==> config.mk <==
export PLATFORM = sky130hd
export DESIGN_NAME = bounded_calendar_date_counter
export DESIGN_NICKNAME = d
export VERILOG_FILES = /design/src/design/bcdc_pkg.sv /design/src/design/bounded_calendar_date_counter.sv /design/src/design/bcdc_step.sv
export SDC_FILE = /design/constraint.sdc
export NUM_CORES = 1
export LEC_CHECK = 0
export BUFFER_PORTS_ARGS = -buffer_cell sky130_fd_sc_hd__buf_2
export CORE_MARGIN = 1
export CORE_UTILIZATION = 30
export DETAILED_ROUTE_END_ITERATION = 8
export SETUP_SLACK_MARGIN = 0.05
export SYNTH_ARGS = -nofsm -noshare
export SYNTH_HDL_FRONTEND = slang
export SYNTH_HIERARCHICAL = 1
export SYNTH_SLANG_ARGS = --single-unit
==> constraint.sdc <==
create_clock -name clk -period 7.3 [get_ports clk]
set_input_delay 0 -clock clk [delete_from_list [all_inputs] [get_ports clk]]
set_output_delay 0 -clock clk [all_outputs]
set_load 0.1 [all_outputs]
==> src/design/bcdc_pkg.sv <==
// Package for the bounded calendar date counter: field widths, opcode and
// status codes, the date record, and the month-length and leap-year helpers.
// No dependencies.
`default_nettype none

package bcdc_pkg;

    localparam int DAY_W   = 5;
    localparam int MONTH_W = 4;
    localparam int YEAR_W  = 14;

    localparam logic [DAY_W-1:0]   DAY_FIRST = 5'd1;
    localparam logic [DAY_W-1:0]   DAY_LAST  = 5'd31;
    localparam logic [MONTH_W-1:0] MONTH_JAN = 4'd1;
    localparam logic [MONTH_W-1:0] MONTH_FEB = 4'd2;
    localparam logic [MONTH_W-1:0] MONTH_APR = 4'd4;
    localparam logic [MONTH_W-1:0] MONTH_JUN = 4'd6;
    localparam logic [MONTH_W-1:0] MONTH_SEP = 4'd9;
    localparam logic [MONTH_W-1:0] MONTH_NOV = 4'd11;
    localparam logic [MONTH_W-1:0] MONTH_DEC = 4'd12;

    localparam logic [YEAR_W-1:0] FIRST_YEAR_RST = 14'd2019;
    localparam logic [YEAR_W-1:0] LAST_YEAR_RST  = 14'd2021;

    // 25 * 7209 == 1 mod 2^14; y is a multiple of 25 iff y*7209 mod 2^14 <= 16383/25
    localparam logic [YEAR_W-1:0] INV25     = 14'd7209;
    localparam logic [YEAR_W-1:0] DIV25_MAX = 14'd655;

    typedef enum logic [1:0] {
        OP_LOAD = 2'd0,
        OP_NEXT = 2'd1,
        OP_PREV = 2'd2
    } opcode_t;

    typedef enum logic [1:0] {
        ST_OK       = 2'd0,
        ST_BAD_LOAD = 2'd1,
        ST_RANGE    = 2'd2
    } status_t;

    typedef struct packed {
        logic [DAY_W-1:0]   day;
        logic [MONTH_W-1:0] month;
        logic [YEAR_W-1:0]  year;
    } date_t;

    // divisible by 4 and not by 100, or divisible by 400
    function automatic logic leap_year(input logic [YEAR_W-1:0] y);
        logic [2*YEAR_W-1:0] prod;
        logic                div25;
        prod  = y * INV25;
        div25 = (prod[YEAR_W-1:0] <= DIV25_MAX);
        return ((y[1:0] == 2'b00) && !div25) || ((y[3:0] == 4'b0000) && div25);
    endfunction

    function automatic logic [DAY_W-1:0] month_len(input logic [MONTH_W-1:0] m,
                                                   input logic               leap);
        logic [DAY_W-1:0] len;
        if (m == MONTH_FEB)
            len = leap ? 5'd29 : 5'd28;
        else if (m inside {MONTH_APR, MONTH_JUN, MONTH_SEP, MONTH_NOV})
            len = 5'd30;
        else
            len = 5'd31;
        return len;
    endfunction

endpackage

`default_nettype wire

==> src/design/bounded_calendar_date_counter.sv <==
// Top level of the bounded calendar date counter: beat handshakes, APB
// register file, input and result registers, held date.
// Depends on bcdc_pkg and bcdc_step.
`default_nettype none

// Holds one Gregorian date (day, month, year, reset January 1, 2019) kept
// inside a window of years set by first_year (byte address 0) and last_year
// (byte address 4), reset 2019 and 2021. Each input beat carries an opcode:
// load (checked against month lengths, the leap-year rule and the window),
// next day or previous day. Each input beat gives exactly one result beat
// with the date after the operation and a status: ok, invalid load, or a
// step past January 1 of first_year / December 31 of last_year. Opcode 3
// is a no-op that reports ok. A step that stays within the held year is not
// checked against the window. Throughput is one beat per clock while
// out_stall is low; an accepted beat passes the input register, then the
// date update and result register in the same edge. in_stall only rises
// when the result register is full and stalled and the input register is
// occupied. Write the year registers only while no beat is in flight.
module bounded_calendar_date_counter
    import bcdc_pkg::*;
(
    input  wire logic                clk,
    input  wire logic                rst_n,

    // input beats
    input  wire logic                in_valid,
    output      logic                in_stall,
    input  wire logic [1:0]          opcode,
    input  wire logic [DAY_W-1:0]    load_day,
    input  wire logic [MONTH_W-1:0]  load_month,
    input  wire logic [YEAR_W-1:0]   load_year,

    // result beats
    output      logic                out_valid,
    input  wire logic                out_stall,
    output      logic [DAY_W-1:0]    cur_day,
    output      logic [MONTH_W-1:0]  cur_month,
    output      logic [YEAR_W-1:0]   cur_year,
    output      logic [1:0]          status,

    // APB register port
    input  wire logic                psel,
    input  wire logic                penable,
    input  wire logic                pwrite,
    input  wire logic [2:0]          paddr,
    input  wire logic [31:0]         pwdata,
    output      logic [31:0]         prdata,
    output      logic                pready
);

    // ---------------- register file ----------------
    logic [YEAR_W-1:0] first_year_reg, first_year_next;
    logic [YEAR_W-1:0] last_year_reg, last_year_next;
    logic              cfg_wr;

    assign pready = 1'b1;
    assign cfg_wr = psel && penable && pwrite && pready;

    // paddr[2] selects the register; low bits ignored
    always_comb
    begin
        first_year_next = first_year_reg;
        last_year_next  = last_year_reg;
        if (cfg_wr)
        begin
            if (paddr[2])
                last_year_next = pwdata[YEAR_W-1:0];
            else
                first_year_next = pwdata[YEAR_W-1:0];
        end
    end

    assign prdata = paddr[2] ? {{(32-YEAR_W){1'b0}}, last_year_reg}
                             : {{(32-YEAR_W){1'b0}}, first_year_reg};

    // ---------------- handshake ----------------
    logic s1_valid_reg, s1_valid_next;
    logic out_valid_reg, out_valid_next;
    logic out_room;     // result register can take a beat this cycle
    logic advance;      // input register moves into the result register
    logic in_accept;

    assign out_room  = !out_valid_reg || !out_stall;
    assign advance   = s1_valid_reg && out_room;
    assign in_stall  = s1_valid_reg && !out_room;
    assign in_accept = in_valid && !in_stall;

    always_comb
    begin
        if (in_accept)
            s1_valid_next = 1'b1;
        else if (advance)
            s1_valid_next = 1'b0;
        else
            s1_valid_next = s1_valid_reg;

        if (advance)
            out_valid_next = 1'b1;
        else if (out_valid_reg && !out_stall)
            out_valid_next = 1'b0;
        else
            out_valid_next = out_valid_reg;
    end

    // ---------------- input register ----------------
    // leap flag of the load year is worked out here, off the date update path
    opcode_t s1_op_reg;
    date_t   s1_load_reg;
    logic    s1_leap_reg;

    always_ff @(posedge clk)
    begin
        if (in_accept)
        begin
            s1_op_reg   <= opcode_t'(opcode);
            s1_load_reg <= '{day: load_day, month: load_month, year: load_year};
            s1_leap_reg <= leap_year(load_year);
        end
    end

    // ---------------- held date ----------------
    date_t   date_reg, date_next;
    logic    leap_reg, leap_next;
    date_t   step_date;
    status_t step_status;
    logic    step_load;

    bcdc_step u_step (
        .op          (s1_op_reg),
        .load_date   (s1_load_reg),
        .load_leap   (s1_leap_reg),
        .cur_date    (date_reg),
        .cur_leap    (leap_reg),
        .first_year  (first_year_reg),
        .last_year   (last_year_reg),
        .next_date   (step_date),
        .next_status (step_status),
        .load_taken  (step_load)
    );

    assign date_next = advance ? step_date : date_reg;

    // leap_reg is registered from date_reg.year, so it lags a year roll; the date is
    // then January 1 or December 31, so February is many beats away. A load
    // takes the flag computed in the input register at once.
    assign leap_next = (advance && step_load) ? s1_leap_reg : leap_year(date_reg.year);

    always_ff @(posedge clk or negedge rst_n)
    begin
        if (!rst_n)
        begin
            first_year_reg <= FIRST_YEAR_RST;
            last_year_reg  <= LAST_YEAR_RST;
            s1_valid_reg   <= 1'b0;
            out_valid_reg  <= 1'b0;
            date_reg       <= '{day: DAY_FIRST, month: MONTH_JAN, year: FIRST_YEAR_RST};
            leap_reg       <= 1'b0;
        end
        else
        begin
            first_year_reg <= first_year_next;
            last_year_reg  <= last_year_next;
            s1_valid_reg   <= s1_valid_next;
            out_valid_reg  <= out_valid_next;
            date_reg       <= date_next;
            leap_reg       <= leap_next;
        end
    end

    // ---------------- result register ----------------
    date_t   res_date_reg;
    status_t res_status_reg;

    always_ff @(posedge clk)
    begin
        if (advance)
        begin
            res_date_reg   <= step_date;
            res_status_reg <= step_status;
        end
    end

    assign out_valid = out_valid_reg;
    assign cur_day   = res_date_reg.day;
    assign cur_month = res_date_reg.month;
    assign cur_year  = res_date_reg.year;
    assign status    = res_status_reg;

`ifndef NO_ASSERTIONS
    // held date is always a real calendar date
    a_date_legal: assert property (@(posedge clk) disable iff (!rst_n)
        (date_reg.month >= MONTH_JAN) && (date_reg.month <= MONTH_DEC)
        && (date_reg.day >= DAY_FIRST)
        && (date_reg.day <= month_len(date_reg.month, leap_reg)))
        else $error("held date out of calendar range");

    // leap flag matches the held year once the year has settled
    a_leap_track: assert property (@(posedge clk) disable iff (!rst_n)
        (date_reg.year == $past(date_reg.year)) |-> (leap_reg == leap_year(date_reg.year)))
        else $error("leap flag does not match held year");

    // a window error is only reported at a year boundary
    a_range_edge: assert property (@(posedge clk) disable iff (!rst_n)
        (out_valid_reg && (res_status_reg == ST_RANGE)) |->
        (((res_date_reg.month == MONTH_DEC) && (res_date_reg.day == DAY_LAST))
         || ((res_date_reg.month == MONTH_JAN) && (res_date_reg.day == DAY_FIRST))))
        else $error("range status away from year boundary");

    // a result beat leaves only when the date logic had an item to retire
    a_beat_source: assert property (@(posedge clk) disable iff (!rst_n)
        (out_valid_reg && !$past(out_valid_reg)) |-> $past(s1_valid_reg))
        else $error("result beat without input beat");
`endif

endmodule

`default_nettype wire

==> src/design/bcdc_step.sv <==
// Next-date logic: applies one opcode to the held date (load check, next day,
// previous day) within the year window. Depends on bcdc_pkg.
`default_nettype none

module bcdc_step
    import bcdc_pkg::*;
(
    input  opcode_t                op,
    input  date_t                  load_date,
    input  logic                   load_leap,
    input  date_t                  cur_date,
    input  logic                   cur_leap,
    input  logic [YEAR_W-1:0]      first_year,
    input  logic [YEAR_W-1:0]      last_year,
    output date_t                  next_date,
    output status_t                next_status,
    output logic                   load_taken
);

    logic             load_ok;
    logic [DAY_W-1:0] cur_len;
    logic [DAY_W-1:0] load_len;
    logic [DAY_W-1:0] prev_len;
    logic [MONTH_W-1:0] prev_month;

    assign load_len   = month_len(load_date.month, load_leap);
    assign cur_len    = month_len(cur_date.month, cur_leap);
    assign prev_month = cur_date.month - MONTH_JAN;
    assign prev_len   = month_len(prev_month, cur_leap);

    assign load_ok = (load_date.year >= first_year) && (load_date.year <= last_year)
                  && (load_date.month >= MONTH_JAN) && (load_date.month <= MONTH_DEC)
                  && (load_date.day >= DAY_FIRST) && (load_date.day <= load_len);

    assign load_taken = (op == OP_LOAD) && load_ok;

    always_comb
    begin
        next_date   = cur_date;
        next_status = ST_OK;
        case (op)
            OP_LOAD:
            begin
                if (load_ok)
                    next_date = load_date;
                else
                    next_status = ST_BAD_LOAD;
            end
            OP_NEXT:
            begin
                if (cur_date.day < cur_len)
                begin
                    next_date.day = cur_date.day + 5'd1;
                end
                else if (cur_date.month < MONTH_DEC)
                begin
                    next_date.month = cur_date.month + 4'd1;
                    next_date.day   = DAY_FIRST;
                end
                else if (cur_date.year < last_year)
                begin
                    next_date.year  = cur_date.year + 14'd1;
                    next_date.month = MONTH_JAN;
                    next_date.day   = DAY_FIRST;
                end
                else
                begin
                    next_status = ST_RANGE;
                end
            end
            OP_PREV:
            begin
                if (cur_date.day > DAY_FIRST)
                begin
                    next_date.day = cur_date.day - 5'd1;
                end
                else if (cur_date.month > MONTH_JAN)
                begin
                    next_date.month = prev_month;
                    next_date.day   = prev_len;
                end
                else if (cur_date.year > first_year)
                begin
                    next_date.year  = cur_date.year - 14'd1;
                    next_date.month = MONTH_DEC;
                    next_date.day   = DAY_LAST;
                end
                else
                begin
                    next_status = ST_RANGE;
                end
            end
            default:
            begin
                next_date   = cur_date;
                next_status = ST_OK;
            end
        endcase
    end

endmodule

`default_nettype wire

# Word-level counts from Yosys, hierarchy flattened
# Cells that the tools add are included.
[classes] add_sub_neg=6 n_mul=2 magnitude_cmp=14 mux=34 n_eq_ne=17 n_bitwise=1 n_reduce_logical=38
[ops] cell="$mux 23" count=3
[ops] cell="$pmux 23 s3" count=1
[ops] cell="$mux 14" count=3
[ops] cell="$mux 18" count=2
[ops] cell="$le 14x10->1 const B" count=2
[ops] cell="$mul 14x13->14 const B" count=2
[ops] cell="$mux 5" count=5
[ops] cell="$eq 4x3->1 const B" count=6
[ops] cell="$eq 4x4->1 const B" count=6
[ops] cell="$mux 9" count=2
[ops] cell="$logic_and 1x1->1" count=17
[ops] cell="$add 14x1->14 const B" count=1
[ops] cell="$ge 14x14->1" count=1
[ops] cell="$gt 14x14->1" count=1
[ops] cell="$le 14x14->1" count=1
[ops] cell="$lt 14x14->1" count=1
[ops] cell="$sub 14x1->14 const B" count=1
[ops] cell="$eq 4x2->1 const B" count=3
[ops] cell="$mux 2" count=6
[ops] cell="$reduce_bool 4->1" count=3
[ops] cell="$mux 1" count=11
[ops] cell="$logic_not 4->1" count=2
[ops] cell="$logic_not 1->1" count=6
[ops] cell="$logic_not 2->1" count=3
[ops] cell="other kinds (19)" count=23
[word_totals] regBits=105 elab_cells=129

# Longest topological paths before layout
# Gate-level depths: netlist of run 1.
[depth] ltp_word=9 depth_mapped=16 mapped_depth_nobuf=14

# Cells and area by module
# Netlist of run 1, hierarchy kept.
[by_module_without_submodules] module="bounded_calendar_date_counter" area_each_um2=6172.2 seq_area_each_um2=2915.3 n_inst=1 cells_each=447
[by_module_without_submodules] module="bcdc_step" area_each_um2=3469.6 seq_area_each_um2=0.0 n_inst=1 cells_each=501

# Worst setup path before layout of run 1
# OpenSTA, ideal clock, no wires.
[synth_path] path_type="flip-flop to flip-flop" startpoint="register date_reg[1] in the netlist's numbering" endpoint="register leap_reg" period_less_slack_ps=3922 t_arrival_ps=3785 stages_incl_launch_ff=14 required_ps=7163 path_buffers=0 slack_ps=3378 cell_sequence="dfstp_2 -> fa_1 -> ha_1 -> ha_1 -> inv_1 -> fa_1 -> fa_1 -> inv_1 -> ha_1 -> inv_1 -> a221oi_1 -> a31oi_1 -> nor4b_1 -> a31oi_1"
[synth_via] elab_chain_cells=6 word_cells_on_any_way=9 classes_between="1 x mul; 1 x order compare; 1 x mux; 6 x reduce/logical"
[synth_lines] element="start, declared" line="bounded_calendar_date_counter.sv:122" rtl="date_t date_reg, date_next;"
[synth_lines] element="start signal, assigned" line="bounded_calendar_date_counter.sv:156" rtl="date_reg <= '{day: DAY_FIRST, month: MONTH_JAN, year: FIRST_YEAR_RST};"
[synth_lines] element="start signal, assigned" line="bounded_calendar_date_counter.sv:165" rtl="date_reg <= date_next;"
[synth_lines] element="$mul 14x13->14" line="bcdc_pkg.sv:51" rtl="prod = y * INV25;"
[synth_lines] element="$le 14x10->1" line="bcdc_pkg.sv:52" rtl="div25 = (prod[YEAR_W-1:0] <= DIV25_MAX);"
[synth_lines] element="$logic_not 1->1" line="bcdc_pkg.sv:53" rtl="return ((y[1:0] == 2'b00) && !div25) || ((y[3:0] == 4'b0000) && div25);"
[synth_lines] element="$logic_and 1x1->1" line="bcdc_pkg.sv:53"
[synth_lines] element="$logic_or 1x1->1 (*)" line="bcdc_pkg.sv:53"
[synth_lines] element="$mux 1 (*)" line="bounded_calendar_date_counter.sv:146" rtl="assign leap_next = (advance && step_load) ? s1_leap_reg : leap_year(date_reg.year);"
[synth_lines] element="named net leap_next" line="bounded_calendar_date_counter.sv:123" rtl="logic leap_reg, leap_next;"
[synth_lines] element="end signal, assigned" line="bounded_calendar_date_counter.sv:166" rtl="leap_reg <= leap_next;"
[synth_lines] element="end, declared" line="bounded_calendar_date_counter.sv:123"
# Mark *: on every way through the listed nets, which the timed path passes. The rest lies on a longest branch.
# A chain may end at the register's enable or synchronous reset.

# Final worst setup path of run 1
[layout_path] startpoint="register date_reg[2] in the netlist's numbering" endpoint="register leap_reg"
# Same word-level chain as after synthesis.

==> out/metrics.csv, run 1 <==
stage,metric,value,unit
routing,drt_iter0_markers,504,
routing,route.met3.wl,1300,um
routing,drc,0,
clock_network,cts_tree,built,
critical_path,critPathArrivalTime,4.46,ns
critical_path,cp-end-kind,register,
sta,tns,0,ns
synthesis,syn_area,9640,um2
synthesis,ys.flop_type,edfxtp_1,
critical_path,crit_fanout,16,
layout,drive_gt1_share,20.5,%
flow_run,max_cap_violations,0,
pwr,p_sw_share,49.9,%
global_routing,grt_max_degree,55,
worst_hold_path,hp-class,in2async,
placed_design,hpwl,20200,um
critical_path,start_kind,register,
sta,fmax,0.236,GHz
clock_network,clkTransAtPathRegs,0.08,ns
routing,drt-met1-wl,11700,um
critical_path,reg2reg_depth,13,
synthesis,ys_warn_count,6,
sta,fin_crit,4.24,ns
sta,final.period_utilization,58.1,%
pwr,p_per_area,432,nW/um2
die,core_area,31600,um2
clock_network,htree_levels,3,
placed_design,place_ws,3.06,ns
clock_network,cts_sinks,105,
die,rows,65,
clock_network,ctsResizeCount,0,
die,pin_count,127,
critical_path,criticalPathCategory,reg2reg,
synthesis,synth.distinct_cells,83,
global_routing,antenna_found_initial,0,
global_routing,grt_pass1_vias,7630,
synthesis,seq_area_frac_synth,30.2,%
critical_path,r2r_slack,3.06,ns
synthesis,synthCells,948,
sta,clock_skew,0.0162,ns
layout,area_delta_synth_final,15.7,%
sta,setup_viol,0,
synthesis,syn_area_per_cell,10.2,um2
clock_network,insertion_delay,0.37,ns
die,die_w,181,um
routing,wl_met2,12400,um
pwr,ir_worst_vdd,0.301,mV
sta,finalHoldViolCount,0,
global_routing,grt.total_usage,16.0,%
clock_network,cts_root_buf,clkbuf_16,
layout,most-common-layout-cells,"ha_1, inv_1, buf_2",
clock_network,cts-hold-fix-buffers,43,
layout,layout_commonest_cell,ha_1,
synthesis,synth_edf_count,51,
synthesis,async_flop_share,51.4,%
placed_design,port_buffers,87,
critical_path,r2r-end,leap_reg,
sta,relSlewSlack,29.9,%
global_routing,grt_pass1_wl,41300,um
pwr,switchingPower,2.41,mW
routing,dr_total_vias,7708,
pwr,clkPwrFrac,10.5,%
clock_network,cts_buffers,9,
synthesis,synth_top_area_cell,ha_1,
critical_path,r2r_start,date_reg[2],
sta,rsz0062_at_grt,no,
routing,ant_nets,0,
routing,wire_per_inst,17.5,um
die,die_area,32900,um2
die,start_util,30.6,%
status,status,completed,
pwr,p_comb_share,66.8,%
layout,antennaDiodeCount,0,
placed_design,place.gp.congestion,0.911,
routing,avgViaCountPerCell,5.23,
sta,tightest_slew,1.05,ns
global_routing,gr-total-overflow,0,
pwr,power_frac_seq,22.7,%
routing,dr.pass1.iters,5,
routing,drt-total-wl,25800,um
synthesis,synth_top_area_share,18.9,%
sta,finalWorstSetupSlack,3.06,ns
routing,dr.max_layer_used,met4,
pwr,p_leak,4.98,nW
synthesis,synth_area_leaders,"ha_1, edfxtp_1, mux2_2, dfrtp_1, dfstp_2",
sta,finalMaxSlewViolations,0,
pwr,power.internal,2.41,mW
clock_network,cts_setup_buffers,0,
layout,nets,1303,
synthesis,synth_seq_cells,105,
die,die-height,181,um
clock_network,clk_path_buf_depth,2,
critical_path,worstPathRequired,7.53,ns
==> metal layers <==
layer / vias up / track usage [%]
li1: 3671 / -
met1: 3766 / 21.3
met3: 32 / 2.20
met5: - / 0
met4: 0 / 4.58
met2: 239 / 27.0
==> synthesized netlist by cell type, types with 4 or more instances <==
master / n
a211oi_1: 11
a21boi_0: 4
a21o_1: 14
a21oi_1: 37
a221oi_1: 9
a31oi_1: 14
and3_1: 8
buf_2: 8
buf_4: 21
clkbuf_1: 11
dfrtp_1: 28
dfstp_2: 26
edfxtp_1: 51
fa_1: 22
ha_1: 146
inv_1: 119
mux2_2: 65
mux2i_1: 8
nand2_1: 51
nand2b_1: 8
nand3_1: 25
nand4_1: 20
nor2_1: 38
nor2b_1: 4
nor3_1: 21
nor4_1: 7
o211ai_1: 9
o21ai_0: 24
o21bai_1: 4
o22ai_1: 4
o31a_1: 5
o31ai_1: 8
or3_1: 5
or4_1: 5
xnor2_1: 26
xnor3_1: 5
==> power by group through the flow <==
| stage | clock (mW) | sequential, mW | combinational [mW] |
|---|---|---|---|
| after global routing | 0.543 | 1.13 | 3.62 |
| after global placement | 0 | 1.10 | 3.16 |
| after floorplan | 0 | 1.20 | 2.46 |
| final | 0.508 | 1.09 | 3.22 |
| after detailed placement | 0 | 1.11 | 3.20 |
| after CTS | 0.523 | 1.10 | 3.24 |
==> worst max path at each step <==
stage                      startpoint       end  slack, ns
after CTS                 date_reg[2]  leap_reg       3.07
after global placement    date_reg[2]  leap_reg       3.06
final                     date_reg[2]  leap_reg       3.06
after floorplan           date_reg[1]  leap_reg       3.38
after detailed placement  date_reg[2]  leap_reg       3.06
after global routing      date_reg[2]  leap_reg       2.79
==> layout make-up <==
class | instances | area (um2)
Clock inverter | 6 | 73.8
Fill cell | 3178 | 20400
Tap cell | 402 | 503
Timing Repair Buffer | 135 | 903
Sequential cell | 105 | 2920
Multi-Input combinational cell | 697 | 6080
Clock buffer | 10 | 229
Inverter | 120 | 450
==> critical path, stage by stage, from the launching register on <==
cell,delay [ns]
dfrtp_1,0.71
fa_1,0.52
ha_1,0.28
ha_1,0.28
inv_1,0.05
fa_1,0.50
fa_1,0.54
inv_1,0.04
ha_1,0.31
inv_1,0.08
a221oi_1,0.30
a31oi_1,0.07
nor4b_1,0.30
a31oi_1,0.11
==> cell families after synthesis <==
group | Yosys count | share of synthesized area [%]
AO/OA/AOI/OAI | 185 | 14.2
XOR/XNOR | 35 | 4.05
adder cells (fa/ha/maj) | 168 | 23.5
buffers and inverters | 163 | 7.42
flip-flops | 105 | 30.2
multiplexers | 73 | 8.42
other | 2 | 0.0779
AND/OR/NAND/NOR | 217 | 12.1
==> stage by stage <==
stage / utilization [%] / instance area [um2] / power [mW] / hold WS (ns) / instances
floorplan: - / 9710 / 3.65 / -0.296 / 965
global placement: 33.0 / 10400 / 4.27 / 0.178 / 1416
detailed placement: 33.0 / 10400 / 4.31 / 0.179 / 1416
CTS: 35.4 / 11200 / 4.86 / 0.329 / 1475
global route: 35.4 / 11200 / 5.30 / 0.345 / 1475
finish: 35.4 / 11200 / 4.82 / 0.313 / 1475
Note: power is estimated with default switching activity, not from simulation.
==> inputs of run 2 (changes only) <==
==> constraint.sdc (replaced) <==
create_clock -name clk -period 4 [get_ports clk]
set_input_delay 0 -clock clk [delete_from_list [all_inputs] [get_ports clk]]
set_output_delay 0 -clock clk [all_outputs]
set_load 0.1 [all_outputs]
==> run 2 against run 1 <==
- flip-flop and latch count is the same
- first-iteration DRC count grew 18%
- clock skew grew 0.0038 ns
- hold slack lost 0.089 ns
- clock power grew 69%
- worst setup slack lost 2.9 ns
- final area grew 1.9%
- combinational power grew 100%
- highest routed layer unchanged
==> out/metrics.csv, run 2 (synthesis results as in run 1) <==
stage,metric,value,unit,change
global_routing,grt_pass1_wl,42300,um,+2.4%
pwr,ir_worst_vdd,0.616,mV,+100%
clock_network,htree_levels,3,,unchanged
critical_path,crit_chain,dlygate4sd3_1 > buf_2 > fa_1 > ha_1 > ha_1 > inv_1 > fa_1 > fa_1 > inv_1 > ha_1 > inv_1 > a221oi_2 > a31oi_1 > a211o_1 > o31a_1,,
sta,fmax,0.260,GHz,
critical_path,cp-end-kind,register,,
layout,area_delta_synth_final,17.9,%,
routing,avgViaCountPerCell,5.21,,-0.21%
die,pin_count,127,,unchanged
sta,clock_skew,0.0200,ns,+0.00384 ns
routing,ant_nets,0,,unchanged
pwr,switchingPower,4.60,mW,+91%
sta,setup_viol,0,,unchanged
pwr,p_leak,5.10,nW,+2.4%
routing,drc,0,,unchanged
clock_network,cts_buffers,9,,unchanged
layout,most-common-layout-cells,"ha_1, inv_1, buf_2",,
critical_path,path_buf_inv,5,,+2
pwr,p_comb_share,70.8,%,+4.0 points
sta,finalMaxSlewViolations,0,,unchanged
pwr,power.internal,4.53,mW,+88%
clock_network,clkTransAtPathRegs,0.07,ns,about the same
routing,wire_per_inst,17.9,um,+2.2%
routing,drt_iter0_markers,593,,+18%
sta,tightest_slew,1.01,ns,-0.0328 ns
die,start_util,30.6,%,unchanged
sta,final.period_utilization,96.1,%,
sta,finalHoldViolCount,0,,unchanged
placed_design,port_buffers,87,,unchanged
global_routing,grt_max_degree,52,,-5.5%
placed_design,place.gp.congestion,0.895,,-1.7%
clock_network,cts_tree,built,,
die,die_area,32900,um2,unchanged
layout,fin_area,11400,um2,+1.9%
critical_path,crit_fanout,4,,-12
pwr,p_per_area,803,nW/um2,+86%
layout,drive_gt1_share,22.8,%,+2.3 points
critical_path,worstPathRequired,4.11,ns,-3.42 ns
die,die-height,181,um,unchanged
layout,layout_commonest_cell,ha_1,,
clock_network,cts_sinks,105,,unchanged
layout,nets,1331,,+2.1%
global_routing,antenna_found_initial,0,,unchanged
clock_network,cts_root_buf,clkbuf_16,,
sta,relSlewSlack,32.1,%,+2.2 points
layout,antennaDiodeCount,0,,unchanged
global_routing,gr-total-overflow,0,,unchanged
die,die_w,181,um,unchanged
worst_hold_path,hp-class,in2reg,,
sta,fin_crit,3.85,ns,
global_routing,grt_pass1_vias,7625,,-0.066%
pwr,clkPwrFrac,9.4,%,-1.1 points
critical_path,max_stage_delay,0.54,ns,-0.17 ns
critical_path,start_kind,input pin,,
routing,dr.pass1.iters,5,,unchanged
placed_design,place_area,10600,um2,+2.0%
routing,dr_total_vias,7838,,+1.7%
placed_design,hpwl,21400,um,+6.1%
pwr,power_frac_seq,19.8,%,-2.9 points
clock_network,insertion_delay,0.36,ns,about the same
critical_path,critPathArrivalTime,3.96,ns,-0.50 ns
sta,rsz0062_at_grt,no,,
critical_path,cp_top_family,adder cells,,
die,rows,65,,unchanged
critical_path,criticalPathCategory,in2reg,,
global_routing,grt.total_usage,16.5,%,+0.46 points
clock_network,clk_path_buf_depth,2,,unchanged
status,status,completed,,
die,core_area,31600,um2,unchanged
flow_run,max_cap_violations,0,,unchanged
clock_network,cts_setup_buffers,0,,unchanged
routing,drt-total-wl,26900,um,+4.2%
pwr,p_sw_share,50.4,%,+0.44 points
critical_path,cpMaxStageDelayCell,fa_1,,
sta,tns,0,ns,unchanged
-- run 2: cell count changes in the layout (fill, tap and decap cells not counted), moves of 2 or more --
cell and delta:
a221oi_1 -2, buf_4 +28, a221oi_2 +2, clkinv_1 +2
-- run 2: power groups by stage --
stage,clock [mW],combinational (mW),sequential [mW]
after floorplan,0,4.49,2.18
after global placement,0,6.10,1.83
after detailed placement,0,6.25,1.84
after CTS,0.888,6.35,1.82
after global routing,0.924,7.16,1.86
final,0.857,6.46,1.81
-- run 2: path summary, 6_finish.rpt --
path	startpoint	to	slack [ns]	cells after the start
min	load_year[1]	s1_leap_reg	0.22	4
max	load_year[2]	s1_leap_reg	0.15	15
min in group asynchronous	rst_n	date_reg[19]	0.24	2
min reg2reg	s1_valid_reg	out_valid	0.48	1
max in group asynchronous	rst_n	first_year_reg[1]	2.83	3
max reg2reg	date_reg[0]	leap_reg	0.25	13
-- run 2: final cells by class --
| type | instances | area (um2) |
|---|---|---|
| Inverter | 120 | 450 |
| Multi-Input combinational cell | 697 | 6110 |
| Clock inverter | 7 | 51.3 |
| Sequential cell | 105 | 2920 |
| Fill cell | 3209 | 20200 |
| Clock buffer | 9 | 225 |
| Timing Repair Buffer | 163 | 1110 |
| Tap cell | 402 | 503 |
-- run 2: worst register-to-register path: stages (launching register included) --
cell and delay (ns):
dfstp_2 0.55, buf_4 0.20, inv_1 0.08, ha_1 0.31, ha_1 0.28, inv_1 0.05
fa_1 0.50, fa_1 0.54, inv_1 0.04, ha_1 0.38, o32a_1 0.19, o21ai_0 0.09
nor4b_2 0.30, a31oi_1 0.12
-- run 2: repair_timing --
action	in CTS	in global routing
hold endpoints to repair	70	0
gates resized for setup	1	3
hold buffers	43	0
pin swaps	0	5
setup endpoints to repair	1	2
-- run 2: layer usage --
layer	wire (um)	vias up	share of wire (%)	global-route usage, %
met5	0	-	0	0
met4	472	0	1.8	4.78
met3	1140	25	4.2	2.32
met2	12700	231	47	27.1
met1	12600	3845	47	22.4
li1	-	3737	-	-
-- run 2: per-stage QoR --
stage	hold slack, ns	power [mW]	instances	setup slack, ns	utilization, %
after floorplan	-0.296	6.67	965	0.0776	-
after global placement	0.122	7.93	1444	0.0512	33.7
after detailed placement	0.129	8.09	1444	0.0181	33.7
after CTS	0.212	9.05	1503	0.0571	36.0
after global routing	0.260	9.94	1503	0.0430	36.0
final	0.224	9.13	1503	0.154	36.0
==> inputs of run 3 (changes only) <==
--- a/config.mk
+++ b/config.mk
@@ -7,8 +7,9 @@
 export LEC_CHECK = 0
 export BUFFER_PORTS_ARGS = -buffer_cell sky130_fd_sc_hd__buf_2
 export CORE_MARGIN = 1
-export CORE_UTILIZATION = 30
+export CORE_UTILIZATION = 33
 export DETAILED_ROUTE_END_ITERATION = 8
+export RECOVER_POWER = 50
 export SETUP_SLACK_MARGIN = 0.05
 export SYNTH_ARGS = -nofsm -noshare
 export SYNTH_HDL_FRONTEND = slang
==> constraint.sdc (replaced) <==
create_clock -name clk -period 4 [get_ports clk]
set_input_delay 0.8 -clock clk [delete_from_list [all_inputs] [get_ports clk]]
set_output_delay 0.8 -clock clk [all_outputs]
set_load 0.1 [all_outputs]
==> run 3 against run 2 <==
- the run now ends with max-capacitance violations, max-slew violations, negative setup slack left
- sequential share of layout area up 0.66 points
- worst setup slack worse by 0.16 ns
- clock skew down 0.010 ns
- final cell count down 2.9%
- flip-flop and latch count unchanged
- non-clock buffer count down 26
- maximum frequency down 4.0%
==> out/metrics.csv, run 3 (synthesis results as in run 1) <==
stage,metric,value,unit,change
routing,dr.pass1.iters,5,,unchanged
routing,wire_per_inst,17.8,um,-0.35%
global_routing,grt_pass1_wl,41400,um,-2.1%
sta,final.period_utilization,100,%,+4.0 points
layout,antennaDiodeCount,0,,unchanged
flow_run,max_cap_violations,3,,+3
sta,finalHoldViolCount,0,,unchanged
placed_design,place_area,10800,um2,+1.3%
die,die-height,173,um,-4.6%
critical_path,crit_chain,buf_6 > fa_1 > ha_1 > ha_1 > inv_1 > fa_1 > fa_1 > inv_2 > ha_4 > inv_4 > a221oi_2 > a31oi_1 > a211o_1 > o31a_1,,
layout,fin_area,11100,um2,-2.5%
sta,tightest_slew,3.02,ns,+2.01 ns
routing,drt-total-wl,26000,um,-3.3%
die,pin_count,127,,unchanged
global_routing,grt_pass1_vias,7526,,-1.3%
layout,area_delta_synth_final,15.0,%,
sta,fin_crit,4.01,ns,+0.160 ns
routing,dr_total_vias,7714,,-1.6%
layout,drive_gt1_share,23.8,%,+1.0 points
placed_design,place_ws,-0.379,ns,-0.397 ns
pwr,power,9.39,mW,+2.9%
die,die_w,173,um,-4.6%
routing,ant_nets,0,,unchanged
die,rows,62,,-4.6%
clock_network,htree_levels,3,,unchanged
worst_hold_path,hp-class,reg2reg,,
critical_path,cpMaxStageDelayCell,fa_1,,
critical_path,worstPathRequired,4.11,ns,about the same
layout,layout_commonest_cell,ha_1,,
sta,rsz0062_at_grt,yes,,
die,start_util,33.6,%,+3.0 points
pwr,p_comb_share,70.2,%,-0.6 points
routing,drc,0,,unchanged
clock_network,clkTransAtPathRegs,0.07,ns,about the same
critical_path,cp_top_family,adder cells,,
clock_network,cts_buffers,9,,unchanged
pwr,p_leak,4.98,nW,-2.4%
pwr,p_per_area,847,nW/um2,+5.5%
critical_path,path_buf_inv,4,,-1
critical_path,cp-end-kind,register,,
global_routing,grt_max_degree,55,,+5.8%
global_routing,grt.total_usage,17.6,%,+1.1 points
sta,fmax,0.250,GHz,-4.0%
sta,fin_hold_ws,0.473,ns,+0.249 ns
layout,most-common-layout-cells,"ha_1, inv_1, buf_2",,
layout,fillers,2890,,-9.9%
status,status,"finished, violations left",,
critical_path,critPathArrivalTime,4.12,ns,+0.16 ns
routing,drt_iter0_markers,611,,+3.0%
clock_network,cts-hold-fix-buffers,0,,-100%
clock_network,cts_tree,built,,
sta,finalWorstSetupSlack,-0.00581,ns,-0.160 ns
pwr,switchingPower,4.64,mW,+0.93%
clock_network,insertion_delay,0.37,ns,about the same
pwr,power.internal,4.75,mW,+4.9%
pwr,ir_worst_vdd,0.564,mV,-8.4%
die,core_area,28700,um2,-9.0%
global_routing,antenna_found_initial,0,,unchanged
placed_design,port_buffers,87,,unchanged
status,failed_checks,"max-capacitance violations, max-slew violations, negative setup slack",,
critical_path,path_common_cell,fa_1,,
placed_design,place.gp.congestion,0.911,,+1.8%
die,die_area,29900,um2,-9.0%
critical_path,crit_fanout,4,,unchanged
clock_network,cts_root_buf,clkbuf_16,,
critical_path,criticalPathCategory,in2reg,,
clock_network,cts_sinks,105,,unchanged
placed_design,hpwl,20600,um,-3.7%
pwr,p_sw_share,49.4,%,-0.96 points
sta,finalMaxSlewViolations,96,,+96
layout,nets,1305,,-2.0%
global_routing,gr-total-overflow,0,,unchanged
routing,avgViaCountPerCell,5.29,,+1.4%
pwr,clkPwrFrac,10.8,%,+1.4 points
clock_network,clk_path_buf_depth,2,,unchanged
pwr,power_frac_seq,19.0,%,-0.8 points
sta,relSlewSlack,-103,%,-140 points
critical_path,start_kind,input pin,,
critical_path,max_stage_delay,0.52,ns,-0.02 ns
sta,clock_skew,0.00970,ns,-0.0103 ns
sta,setup_viol,1,,+1
-- run 3: changes by cell type in the layout (fill, tap and decap cells not counted), sizes merged --
| cell | previous run | this run |
|---|---|---|
| dlygate4sd3 | 43 | 0 |
| clkbuf | 9 | 26 |
| bufinv | 0 | 2 |
| clkinvlp | 2 | 1 |
| inv | 123 | 122 |
-- run 3: worst paths after layout --
check	from	to	slack (ns)	cells after the start
max	load_year[0]	s1_leap_reg	-0.006	14
min	s1_valid_reg	out_valid	0.47	1
max reg2reg	date_reg[1]	leap_reg	0.13	13
min reg2reg	s1_valid_reg	out_valid	0.47	1
max in group asynchronous	rst_n	s1_valid_reg	2.20	2
min in group asynchronous	rst_n	date_reg[20]	0.88	2
-- run 3: layer usage --
| layer | part of all wire [%] | wire [um] | track usage, % | up-vias |
|---|---|---|---|---|
| li1 | - | - | - | 3680 |
| met1 | 47 | 12200 | 24.0 | 3776 |
| met2 | 47 | 12400 | 29.4 | 226 |
| met3 | 3.8 | 996 | 2.07 | 32 |
| met4 | 1.8 | 472 | 4.87 | 0 |
| met5 | 0 | 0 | 0 | - |
-- run 3: timing repair --
| action | in CTS | in global routing |
|---|---|---|
| buffers inserted | 0 | 0 |
| gates resized for setup | 2 | 3 |
| pin swaps | 2 | 4 |
| endpoints found under the hold margin | 0 | 0 |
| setup endpoints to repair | 2 | 2 |
-- run 3: layout make-up --
cell class | count | area [um2] | area share [%]
clock inverters | 7 | 113 | 1.02
inverters | 120 | 453 | 4.08
flip-flops and latches | 105 | 2920 | 26.3
multi-input cells | 697 | 6110 | 55.1
well taps | 384 | 480 | 4.33
repair buffers | 137 | 787 | 7.10
clock buffers | 9 | 225 | 2.03
-- run 3: through the flow --
stage / instances / utilization [%] / TNS [ns]
after global placement: 1443 / 37.5 / -0.370
after global routing: 1459 / 38.6 / -0.169
final: 1459 / 38.6 / -0.00581
after CTS: 1459 / 38.7 / 0
after detailed placement: 1443 / 37.5 / -0.389
after floorplan: 965 / - / -0.156
-- run 3: power groups by stage --
stage	clock, mW	sequential (mW)	combinational, mW
6_report	1.01	1.79	6.59
5_1_grt	1.08	1.84	7.34
4_1_cts	1.04	1.79	6.40
3_5_place_dp	0	1.81	6.35
3_3_place_gp	0	1.80	6.25
2_1_floorplan	0	2.18	4.51
